$ cat src/rtl/cfa_pkg.sv
// Package with the custom float format constants and types.
`timescale 1ns / 1ps
package cfa_pkg;
    localparam int FracW = 26;
    localparam int ExpW  = 5;
    localparam int MantW = FracW + 1;
    localparam int SumW  = MantW + 1;
    localparam logic [ExpW-1:0] ExpMax = 5'h1F;

    typedef struct packed {
        logic             sign;
        logic [ExpW-1:0]  expo;
        logic [FracW-1:0] frac;
    } float_t;

    typedef struct packed {
        logic [31:0] sum;
        logic        overflowed;
        logic        underflowed;
    } result_t;
endpackage

$ cat src/rtl/cfa_stream_if.sv
// Valid/ready channel interface carrying one payload.
`timescale 1ns / 1ps
interface cfa_stream_if #(
    parameter type payload_t = logic [31:0]
);
    logic     valid;
    logic     ready;
    payload_t data;
    modport source (output valid, output data, input ready);
    modport sink (input valid, input data, output ready);
endinterface

$ cat src/rtl/custom_float_adder.sv
// Four-stage pipelined adder for the custom 32-bit float format.
// Throughput: one addition per cycle while out_r is not stalled; a stall freezes every stage at once.
// Reset: rst_n clears all stage valid bits asynchronously; items in flight are dropped.
// Stages: unpack/compare, align, add/subtract, normalize.
`timescale 1ns / 1ps
module custom_float_adder (
    input  logic     clk,
    input  logic     rst_n,
    cfa_stream_if.sink   in_a,
    cfa_stream_if.sink   in_b,
    cfa_stream_if.source out_r
);
    import cfa_pkg::*;

    // Both operand channels transfer together.
    logic adv;
    logic v1_reg, v2_reg, v3_reg, v4_reg;
    assign adv = !v4_reg || out_r.ready;
    assign in_a.ready = adv && in_b.valid;
    assign in_b.ready = adv && in_a.valid;
    logic take;
    assign take = in_a.valid && in_b.valid;

    float_t fa, fb;
    assign fa = float_t'(in_a.data);
    assign fb = float_t'(in_b.data);

    // Stage 1: order operands so that the large one has the larger exponent.
    logic             s1l_reg, s1s_reg;
    logic [ExpW-1:0]  e1_reg, d1_reg;
    logic [MantW-1:0] ml1_reg, ms1_reg;
    logic             swap;
    logic [MantW-1:0] ma, mb;
    assign swap = fa.expo < fb.expo;
    assign ma = {fa.expo != '0, fa.frac};
    assign mb = {fb.expo != '0, fb.frac};

    // Stage 2: aligned magnitudes.
    logic             s2l_reg, s2s_reg;
    logic [ExpW-1:0]  e2_reg;
    logic [MantW-1:0] ml2_reg, ms2_reg;

    // Stage 3: summed magnitude.
    logic             s3_reg;
    logic [ExpW:0]    e3_reg;
    logic [SumW-1:0]  m3_reg;
    logic [MantW-1:0] diff_ls, diff_sl;
    assign diff_ls = ml2_reg - ms2_reg;
    assign diff_sl = ms2_reg - ml2_reg;

    // Stage 4 inputs: carry handled, leading-zero count.
    logic [MantW-1:0] mn;
    logic [ExpW:0]    en;
    logic [4:0]       lz;
    logic             lz_found;
    assign mn = m3_reg[SumW-1] ? m3_reg[SumW-1:1] : m3_reg[MantW-1:0];
    assign en = e3_reg + {5'd0, m3_reg[SumW-1]};
    always_comb
    begin
        lz = '0;
        lz_found = 1'b0;
        for (int i = MantW - 1; i >= 0; i--)
        begin
            if (!lz_found && mn[i])
            begin
                lz = 5'(MantW - 1 - i);
                lz_found = 1'b1;
            end
        end
    end
    logic [MantW-1:0] msh;
    assign msh = mn << lz;

    result_t r4_reg, r_next;
    always_comb
    begin
        r_next = '0;
        if (m3_reg == '0)
            r_next = '0;
        else if (en > {1'b0, ExpMax})
        begin
            r_next.sum = {s3_reg, ExpMax, {FracW{1'b0}}};
            r_next.overflowed = 1'b1;
        end
        else if ({1'b0, lz} > en)
            r_next.underflowed = 1'b1;
        else
            r_next.sum = {s3_reg, 5'(en - {1'b0, lz}), msh[FracW-1:0]};
    end

    always_ff @(posedge clk or negedge rst_n)
    begin
        if (!rst_n)
        begin
            v1_reg <= 1'b0;
            v2_reg <= 1'b0;
            v3_reg <= 1'b0;
            v4_reg <= 1'b0;
        end
        else if (adv)
        begin
            v1_reg <= take;
            v2_reg <= v1_reg;
            v3_reg <= v2_reg;
            v4_reg <= v3_reg;
        end
    end

    always_ff @(posedge clk)
    begin
        if (adv)
        begin
            s1l_reg <= swap ? fb.sign : fa.sign;
            s1s_reg <= swap ? fa.sign : fb.sign;
            e1_reg  <= swap ? fb.expo : fa.expo;
            d1_reg  <= swap ? fb.expo - fa.expo : fa.expo - fb.expo;
            ml1_reg <= swap ? mb : ma;
            ms1_reg <= swap ? ma : mb;

            s2l_reg <= s1l_reg;
            s2s_reg <= s1s_reg;
            e2_reg  <= e1_reg;
            ml2_reg <= ml1_reg;
            ms2_reg <= ms1_reg >> d1_reg;

            e3_reg <= {1'b0, e2_reg};
            if (s2l_reg == s2s_reg)
            begin
                m3_reg <= {1'b0, ml2_reg} + {1'b0, ms2_reg};
                s3_reg <= s2l_reg;
            end
            else if (ml2_reg >= ms2_reg)
            begin
                m3_reg <= {1'b0, diff_ls};
                s3_reg <= s2l_reg;
            end
            else
            begin
                m3_reg <= {1'b0, diff_sl};
                s3_reg <= s2s_reg;
            end

            r4_reg <= r_next;
        end
    end

    assign out_r.valid = v4_reg;
    assign out_r.data  = r4_reg;
endmodule

$ cat src/flat_wrapper.sv
// flat-port wrapper written by rule: the top's interface ports become plain ports
module custom_float_adder_flat import cfa_pkg::*;
  (clk, rst_n, in_a_valid, in_a_data, in_a_ready, in_b_valid, in_b_data, in_b_ready, out_r_valid, out_r_data, out_r_ready);
  cfa_stream_if #(.payload_t(logic [31:0])) in_a_i ();
  cfa_stream_if #(.payload_t(logic [31:0])) in_b_i ();
  cfa_stream_if #(.payload_t(result_t)) out_r_i ();
  input  logic clk;
  input  logic rst_n;
  input wire logic [$bits(in_a_i.valid)-1:0] in_a_valid;
  input wire logic [$bits(in_a_i.data)-1:0] in_a_data;
  output wire logic [$bits(in_a_i.ready)-1:0] in_a_ready;
  input wire logic [$bits(in_b_i.valid)-1:0] in_b_valid;
  input wire logic [$bits(in_b_i.data)-1:0] in_b_data;
  output wire logic [$bits(in_b_i.ready)-1:0] in_b_ready;
  output wire logic [$bits(out_r_i.valid)-1:0] out_r_valid;
  output wire logic [$bits(out_r_i.data)-1:0] out_r_data;
  input wire logic [$bits(out_r_i.ready)-1:0] out_r_ready;
  assign in_a_i.valid = in_a_valid;
  assign in_a_i.data = in_a_data;
  assign in_a_ready = in_a_i.ready;
  assign in_b_i.valid = in_b_valid;
  assign in_b_i.data = in_b_data;
  assign in_b_ready = in_b_i.ready;
  assign out_r_valid = out_r_i.valid;
  assign out_r_data = out_r_i.data;
  assign out_r_i.ready = out_r_ready;
  custom_float_adder u_core (.clk(clk), .rst_n(rst_n), .in_a(in_a_i), .in_b(in_b_i), .out_r(out_r_i));
endmodule
$ cat config.mk
export PLATFORM = sky130hd
export DESIGN_NAME = custom_float_adder_flat
export DESIGN_NICKNAME = d
export VERILOG_FILES = /design/src/rtl/cfa_pkg.sv /design/src/rtl/cfa_stream_if.sv /design/src/rtl/custom_float_adder.sv /design/src/flat_wrapper.sv
export SDC_FILE = /design/constraint.sdc
export NUM_CORES = 1
export LEC_CHECK = 0
export ABC_CLOCK_PERIOD_IN_PS = 15400
export BUFFER_PORTS_ARGS = -buffer_cell sky130_fd_sc_hd__buf_4
export CAP_MARGIN = 40
export CORE_AREA = 8 8 175 177
export DETAILED_ROUTE_END_ITERATION = 10
export DIE_AREA = 0 0 183 185
export GPL_TIMING_DRIVEN = 0
export PLACE_DENSITY_LB_ADDON = 0.2
export SETUP_SLACK_MARGIN = 0.05
export SLEW_MARGIN = 10
export SYNTH_ARGS = -nofsm -noshare
export SYNTH_HDL_FRONTEND = slang
export SYNTH_SLANG_ARGS = --single-unit
$ cat constraint.sdc
create_clock -name clk -period 15.4 [get_ports clk]
set_clock_uncertainty 0.1 [all_clocks]
set_input_delay 2.31 -clock clk [delete_from_list [all_inputs] [get_ports clk]]
set_output_delay 2.31 -clock clk [all_outputs]
set_load 0.01 [all_outputs]
==> results.sh, run 1 <==
export IMPL_dp_slack_ns=9.24
export IMPL_max_freq_ghz=0.160
export IMPL_fin_crit_ns=6.25
export IMPL_intPower_uw=2140
export IMPL_fin_ws_ns=9.15
export IMPL_cts_tree="done"
export IMPL_largest_reg_flops=34
export IMPL_rrSetupSlack_ns=9.15
export IMPL_cts_setup_buffers=0
export IMPL_ir_worst_vdd_mv=0.0826
export IMPL_clock_sinks=199
export IMPL_finalSetupViolCount=0
export IMPL_relSlewSlack_pct=36.5
export IMPL_routed_wl_um=41800
export IMPL_p_comb_share_pct=61.7
export IMPL_io_pins=106
export IMPL_cts_buffer_depth=2
export IMPL_status="complete, no violations"
export IMPL_grt_pass1_vias=12129
export IMPL_hp_class="register to register"
export IMPL_final_common_cell="edfxtp_1"
export IMPL_power_share_clock_pct=11.2
export IMPL_clkTransAtPathRegs_ns=0.08
export IMPL_syn_to_final_growth_pct=12.9
export IMPL_cts_htree_levels=4
export IMPL_grt_pass1_wl_um=65700
export IMPL_swShare_pct=46.8
export IMPL_cts_hold_fix_buffers=0
export IMPL_worst_pin_slew_ns=0.953
export IMPL_finalNetCount=1805
export IMPL_n_antenna_cell=0
export IMPL_synth_fp_nets=1676
export IMPL_whs_path_depth=0
export IMPL_finalMaxSlewViolations=0
export IMPL_port_buffers=105
export IMPL_stdcell_count=2027
export IMPL_hpwl_um=33200
export IMPL_crit_chain="buf_2 > nor3_2 > nand4_1 > or3_4 > or3_4 > buf_6 > nand2_8 > buf_2 > buf_2 > ha_1 > nor2b_1 > o21a_1 > o21ai_0 > nand2b_1 > a21oi_1 > a311oi_1 > or2_2 > clkbuf_1 > or3_1 > clkbuf_1 > nor2_1 > clkbuf_1 > a22oi_1 > o21ai_0"
export IMPL_cts_buffers=17
export IMPL_hold_path_startpoint="u_core.s1s_reg"
export IMPL_core_area_um2=28100
export IMPL_hold_slack_ns=0.317
export IMPL_power_frac_seq_pct=27.1
export IMPL_hold_violations=0
export IMPL_clock_latency_ns=0.45
export IMPL_die_h_um=185
export IMPL_tns_ns=0
export IMPL_die_w_um=183
export IMPL_drtIter0Drc=1048
export IMPL_drive_above_1_share_pct=17.3
export IMPL_cp_end_kind="register"
export IMPL_ys_seq_area_share_pct=39.7
export IMPL_synth_distinct_cells=85
export IMPL_row_count=62
export IMPL_cpMaxStageDelayCell="or3_4"
export IMPL_start_util_pct=53.4
export IMPL_fillers=2376
export IMPL_synth_area_um2=15000
export IMPL_die_area_um2=33900
export IMPL_path_class="register to register"
export IMPL_rsz0062_at_grt="no"
export IMPL_startpoint_type="register"
export IMPL_drt_pass1_iter_count=7
export IMPL_cp_max_fo=10
export IMPL_yosys_warnings=0
export IMPL_p_per_area_nw_per_um2=237
export IMPL_crit_required_ns=15.58
export IMPL_min_period_over_period_pct=40.6
export IMPL_routed_via_count=12253
export IMPL_synth_edff_count=195
export IMPL_r2r_cells=24
export IMPL_power_uw=4020
export IMPL_layout_common_cells="edfxtp_1, nor2_1, a21oi_1"
export IMPL_cap_violations=0
export IMPL_worstHoldEndpoint="u_core.s2s_reg"
export IMPL_drc=0
export IMPL_synth_avg_cell_area_um2=10.0
export IMPL_dpl_cell_count=1995
export IMPL_worstReg2RegStart="u_core.m3_reg[27]"
export IMPL_cts_root_buffer="clkbuf_16"
export IMPL_ant_nets=0
export IMPL_synth_ff_type="edfxtp_1"
export IMPL_gp_congestion=0.954
export IMPL_vias_per_cell=6.04
export IMPL_gr_usage_all_layers_pct=24.6
export IMPL_p_leak_uw=0.00697
export IMPL_arrival_ns=6.43
export IMPL_antenna_found_initial=1
export IMPL_p_sw_uw=1880
export IMPL_ys_seq_elements=199
export IMPL_reg2reg_to="u_core.out_r.data[18]"
export IMPL_grt_overflow=0
export IMPL_grt_max_degree=67
export IMPL_netlist_instances=1501
export IMPL_wl_per_cell_um=20.6
export IMPL_post_cts_resized=0
export IMPL_synthArstFlopShare_pct=2.01
export IMPL_slowest_delay_ns=0.49
[Yosys cell counts, types with 5 or more instances]
library cell	number	area share, %
nor2_1	127	3.2
and3_1	10	0.42
a211o_1	5	0.29
ha_1	100	8.3
xnor2_1	23	1.3
a311oi_1	7	0.41
inv_1	116	2.9
mux4_2	23	3.5
o21ai_1	7	0.23
mux2i_1	59	3.9
nor3_1	28	0.93
nor4_1	5	0.21
or3_1	11	0.46
a31oi_1	10	0.42
fa_1	6	0.80
o31ai_1	13	0.65
xor2_1	12	0.70
a221oi_1	7	0.41
nand2_1	77	1.9
a22o_1	5	0.29
edfxtp_1	195	39
o22ai_1	11	0.46
o21ai_0	86	2.9
a21boi_0	7	0.35
a21oi_1	126	4.2
o21a_1	12	0.60
buf_2	12	0.40
o211ai_1	7	0.35
and2_1	8	0.33
mux2_2	75	5.6
buf_1	13	0.33
o21bai_1	17	0.85
a21o_1	26	1.3
nand3_1	26	0.87
clkbuf_1	61	1.5
a211oi_1	24	1.2
nor2b_1	22	0.92
o221ai_1	5	0.29
or2_2	5	0.21
a22oi_1	5	0.25
nand2b_1	24	1.0
nand4_1	13	0.54
[critical path: cells and delay by family (launching register included)]
family	cells	cell delay [ns]
flops	1	0.39
fa+ha+maj	1	0.30
buf+inv	7	1.67
compound gates	6	0.86
simple gates	10	2.76
[cell type report]
cell class              instances  area [um^2]  share of cell area (%)
flip-flops and latches        199         5960                    35.1
multi-input cells            1095         8230                    48.6
clock buffers                  20          447                    2.64
clock inverters                12          136                   0.805
well taps                     384          480                    2.83
inverters                     118          445                    2.63
plain buffers                  89          375                    2.21
repair buffers                110          875                    5.16
[power by group through the flow]
| stage | registers, uW | logic (uW) | clock network (uW) |
|---|---|---|---|
| 5_1_grt | 1120 | 2710 | 474 |
| 4_1_cts | 1090 | 2450 | 455 |
| 3_5_place_dp | 1100 | 2430 | 0 |
| 2_1_floorplan | 1090 | 1730 | 0 |
| 6_report | 1090 | 2480 | 449 |
| 3_3_place_gp | 1130 | 2410 | 0 |
[per-layer routing]
layer / track usage [%] / share of wire [%] / up-vias
met5: 0 / 0.031 / -
met4: 7.87 / 2.3 / 2
met3: 3.59 / 5.2 / 68
met2: 43.2 / 50 / 448
met1: 31.0 / 43 / 5922
li1: - / - / 5813
[kinds of logic after synthesis]
family | Yosys count | share of synthesized area, %
buf+inv | 207 | 5.44
xor+xnor | 35 | 2.04
mux | 159 | 13.2
compound gates | 427 | 18.7
fa+ha+maj | 106 | 9.14
flops | 199 | 39.7
simple gates | 368 | 11.8
[through the flow]
stage / util, % / cell area (um^2)
floorplan: - / 15000
global placement: 58.0 / 16300
detailed placement: 58.3 / 16400
CTS: 60.4 / 16900
global route: 60.4 / 16900
finish: 60.4 / 16900
[worst max path at each step]
stage                                 start                     to  slack (ns)
after detailed placement  u_core.m3_reg[27]  u_core.out_r.data[18]        9.24
after global placement          out_r_ready             in_a_ready        2.58
after floorplan                 out_r_ready             in_a_ready        4.54
after CTS                 u_core.m3_reg[27]  u_core.out_r.data[18]        9.23
after global routing      u_core.m3_reg[27]  u_core.out_r.data[23]        8.75
final                     u_core.m3_reg[27]  u_core.out_r.data[18]        9.15
Power figures use the tool's default switching activity.
==> run 2: changes to the inputs <==
--- a/config.mk
+++ b/config.mk
@@ -5,7 +5,8 @@
 export SDC_FILE = /design/constraint.sdc
 export NUM_CORES = 1
 export LEC_CHECK = 0
-export ABC_CLOCK_PERIOD_IN_PS = 15400
+export ABC_AREA = 1
+export ABC_CLOCK_PERIOD_IN_PS = 5300
 export BUFFER_PORTS_ARGS = -buffer_cell sky130_fd_sc_hd__buf_4
 export CAP_MARGIN = 40
 export CORE_AREA = 8 8 175 177
==> constraint.sdc (replaced) <==
create_clock -name clk -period 5.3 [get_ports clk]
set_clock_uncertainty 0.1 [all_clocks]
set_input_delay 0.795 -clock clk [delete_from_list [all_inputs] [get_ports clk]]
set_output_delay 0.795 -clock clk [all_outputs]
set_load 0.01 [all_outputs]
==> run 2 against run 1 <==
  * First-iteration DRC count rose by 35%
  * Setup slack got worse by 8.7 ns
  * Power rose to 3.1 times the previous value
==> results.sh, run 2 <==
export IMPL_max_freq_ghz=0.204
export IMPL_finalNetCount=2265
export IMPL_synth_top_area_share_pct=38.8
export IMPL_finalMaxSlewViolations=0
export IMPL_power_frac_seq_pct=25.5
export IMPL_path_buf_inv=10
export IMPL_p_leak_uw=0.00774
export IMPL_finalSetupViolCount=0
export IMPL_largest_reg_flops=34
export IMPL_io_pins=106
export IMPL_slowest_delay_ns=0.52
export IMPL_synth_mux_area_share_pct=0.664
export IMPL_cp_end_kind="register"
export IMPL_ys_seq_elements=199
export IMPL_cp_max_fo=10
export IMPL_power_share_clock_pct=10.8
export IMPL_routed_via_count=14392
export IMPL_synth_fa_ha_area_share_pct=9.10
export IMPL_crit_required_ns=5.52
export IMPL_cts_root_buffer="clkbuf_16"
export IMPL_arrival_ns=5.12
export IMPL_die_w_um=183
export IMPL_netlist_instances=1956
export IMPL_ys_seq_area_share_pct=39.5
export IMPL_drive_above_1_share_pct=10.3
export IMPL_drt_pass1_iter_count=6
export IMPL_synth_compound_area_share_pct=16.4
export IMPL_die_h_um=185
export IMPL_hold_violations=0
export IMPL_synth_common_cells="nand2_1, inv_1, o21ai_0"
export IMPL_synth_avg_cell_area_um2=7.71
export IMPL_hpwl_um=39100
export IMPL_wl_per_cell_um=19.3
export IMPL_synth_top_family_by_area="simple AND/OR/NAND/NOR gates"
export IMPL_yosysTopAreaCell="edfxtp_1"
export IMPL_worst_pin_slew_ns=0.930
export IMPL_critPathTopFamily="buffers and inverters"
export IMPL_start_util_pct=53.7
export IMPL_cts_buffer_depth=2
export IMPL_cts_hold_fix_buffers=0
export IMPL_busiest_layer="met2"
export IMPL_core_area_um2=28100
export IMPL_grt_overflow=0
export IMPL_p_sw_uw=6580
export IMPL_cts_htree_levels=4
export IMPL_cap_violations=0
export IMPL_intPower_uw=5980
export IMPL_syn_to_final_growth_pct=14.0
export IMPL_grt_pass1_vias=13939
export IMPL_gr_usage_all_layers_pct=28.4
export IMPL_crit_chain="buf_6 > buf_6 > buf_2 > o21ai_0 > inv_1 > o311ai_1 > clkbuf_4 > nand2_4 > inv_2 > buf_2 > ha_4 > nand2_1 > inv_1 > o21ai_0 > nand2_1 > a21oi_1 > nor2_1 > a21oi_1 > inv_2 > nor2_1 > inv_1 > a21oi_4 > nand4_1 > nand2_1"
export IMPL_routed_wl_um=48100
export IMPL_fin_crit_ns=4.90
export IMPL_ir_worst_vdd_mv=0.300
export IMPL_cpMaxStageDelayCell="edfxtp_1"
export IMPL_yosys_warnings=0
export IMPL_rsz0062_at_grt="no"
export IMPL_synth_area_top_cells="edfxtp_1, nand2_1, ha_1"
export IMPL_relSlewSlack_pct=37.3
export IMPL_min_period_over_period_pct=92.4
export IMPL_synthSimpleGateAreaFrac_pct=23.2
export IMPL_path_class="register to register"
export IMPL_drc=0
export IMPL_use_met2_pct=49.0
export IMPL_yosysMostFrequentCell="nand2_1"
export IMPL_p_comb_share_pct=63.6
export IMPL_swShare_pct=52.4
export IMPL_grt_pass1_wl_um=74800
export IMPL_vias_per_cell=5.79
export IMPL_synth_fp_nets=2131
export IMPL_layout_common_cells="nand2_1, inv_1, o21ai_0"
export IMPL_synth_xor_area_share_pct=2.15
export IMPL_p_per_area_nw_per_um2=731
export IMPL_tns_ns=0
export IMPL_clock_sinks=199
export IMPL_cts_tree="done"
export IMPL_cts_buffers=17
export IMPL_gp_congestion=0.968
export IMPL_met1_usage_pct=34.7
export IMPL_power_uw=12600
export IMPL_status="complete, no violations"
export IMPL_clock_latency_ns=0.45
export IMPL_clkTransAtPathRegs_ns=0.08
export IMPL_hp_class="input pin to asynchronous set/reset pin"
export IMPL_synth_edff_count=195
export IMPL_synth_distinct_cells=57
export IMPL_synthArstFlopShare_pct=2.01
export IMPL_die_area_um2=33900
export IMPL_drtIter0Drc=1419
export IMPL_grt_max_degree=41
export IMPL_final_common_cell="nand2_1"
export IMPL_n_antenna_cell=0
export IMPL_synth_ff_type="edfxtp_1"
export IMPL_port_buffers=105
export IMPL_antenna_found_initial=0
export IMPL_startpoint_type="register"
export IMPL_ant_nets=0
export IMPL_synth_area_um2=15100
export IMPL_row_count=62
export IMPL_grt_util_met3_pct=4.92
[run 2: changes by cell type in the layout (fill, tap and decap cells not counted), sizes merged, moves of 23 or more]
cell,previous run,this run
mux2,77,0
inv,124,250
mux2i,59,10
nand2b,24,0
nand3,26,183
a21o,26,2
o21ai,94,218
mux4,23,0
nand2,78,430
[run 2: timing repair]
action | in CTS | in global routing
setup buffers | 0 | 3
endpoints found under the setup margin | 11 | 26
resized for setup | 2 | 22
pin swaps | 0 | 2
[run 2: final cells by class]
cell class	instances	area [um^2]
fill	2566	10900
multi-input combinational	1421	7840
sequential	199	5960
timing repair buffer	115	933
inverter	244	920
tap	384	480
buffer	92	447
clock buffer	17	425
clock inverter	14	174
[run 2: cells by family after synthesis]
logic type,Yosys count
muxes,10
DFF,199
AOI/OAI and AO/OA,446
and+or+nand+nor,822
xor gates and xnor gates,37
adders and majority gates,106
buffers and inverters,336
[run 2: power by group through the flow]
| stage | logic (uW) | clock network, uW | registers, uW |
|---|---|---|---|
| floorplan | 5190 | 0 | 3170 |
| global placement | 7640 | 0 | 3250 |
| detailed placement | 7740 | 0 | 3230 |
| CTS | 7780 | 1370 | 3200 |
| global route | 8790 | 1420 | 3280 |
| finish | 7990 | 1360 | 3210 |
[run 2: final timing paths]
path,startpoint,to,slack [ns],cells after the start
min in group clk,u_core.ml1_reg[0],u_core.ml2_reg[0],0.32,0
max in group asynchronous,rst_n,u_core.v2_reg,4.97,1
setup reg to reg,u_core.m3_reg[27],u_core.out_r.data[22],0.40,24
setup / recovery,u_core.m3_reg[27],u_core.out_r.data[22],0.40,24
hold / removal,rst_n,u_core.out_r.valid,0.02,1
hold reg to reg,u_core.ml1_reg[0],u_core.ml2_reg[0],0.32,0
[run 2: through the flow]
stage                     cells  utilization, %  area, um^2  hold WS, ns  worst slack (ns)
final                      2486            61.2       17200       0.0213             0.401
after floorplan            1956               -       15100        0.300             0.630
after CTS                  2483            60.8       17100       0.0132            0.0521
after global placement     2445            58.2       16300        0.300            -0.682
after detailed placement   2452            58.6       16500        0.305            -0.110
after global routing       2486            61.2       17200       0.0162             0.106
[run 2: worst register-to-register path: cells and delay by family (launching register included)]
kind | cells | cell delay [ns]
DFF | 1 | 0.52
adders and majority gates | 1 | 0.26
buffers and inverters | 10 | 1.67
and+or+nand+nor | 7 | 0.71
AOI/OAI and AO/OA | 6 | 1.50
[run 2: metal layers]
| metal | routed length, um | share of wire, % | vias up |
|---|---|---|---|
| met5 | 0 | 0 | - |
| met3 | 3410 | 7.1 | 95 |
| met1 | 19600 | 41 | 6782 |
| met2 | 23200 | 48 | 599 |
| met4 | 1820 | 3.8 | 0 |
| li1 | - | - | 6916 |
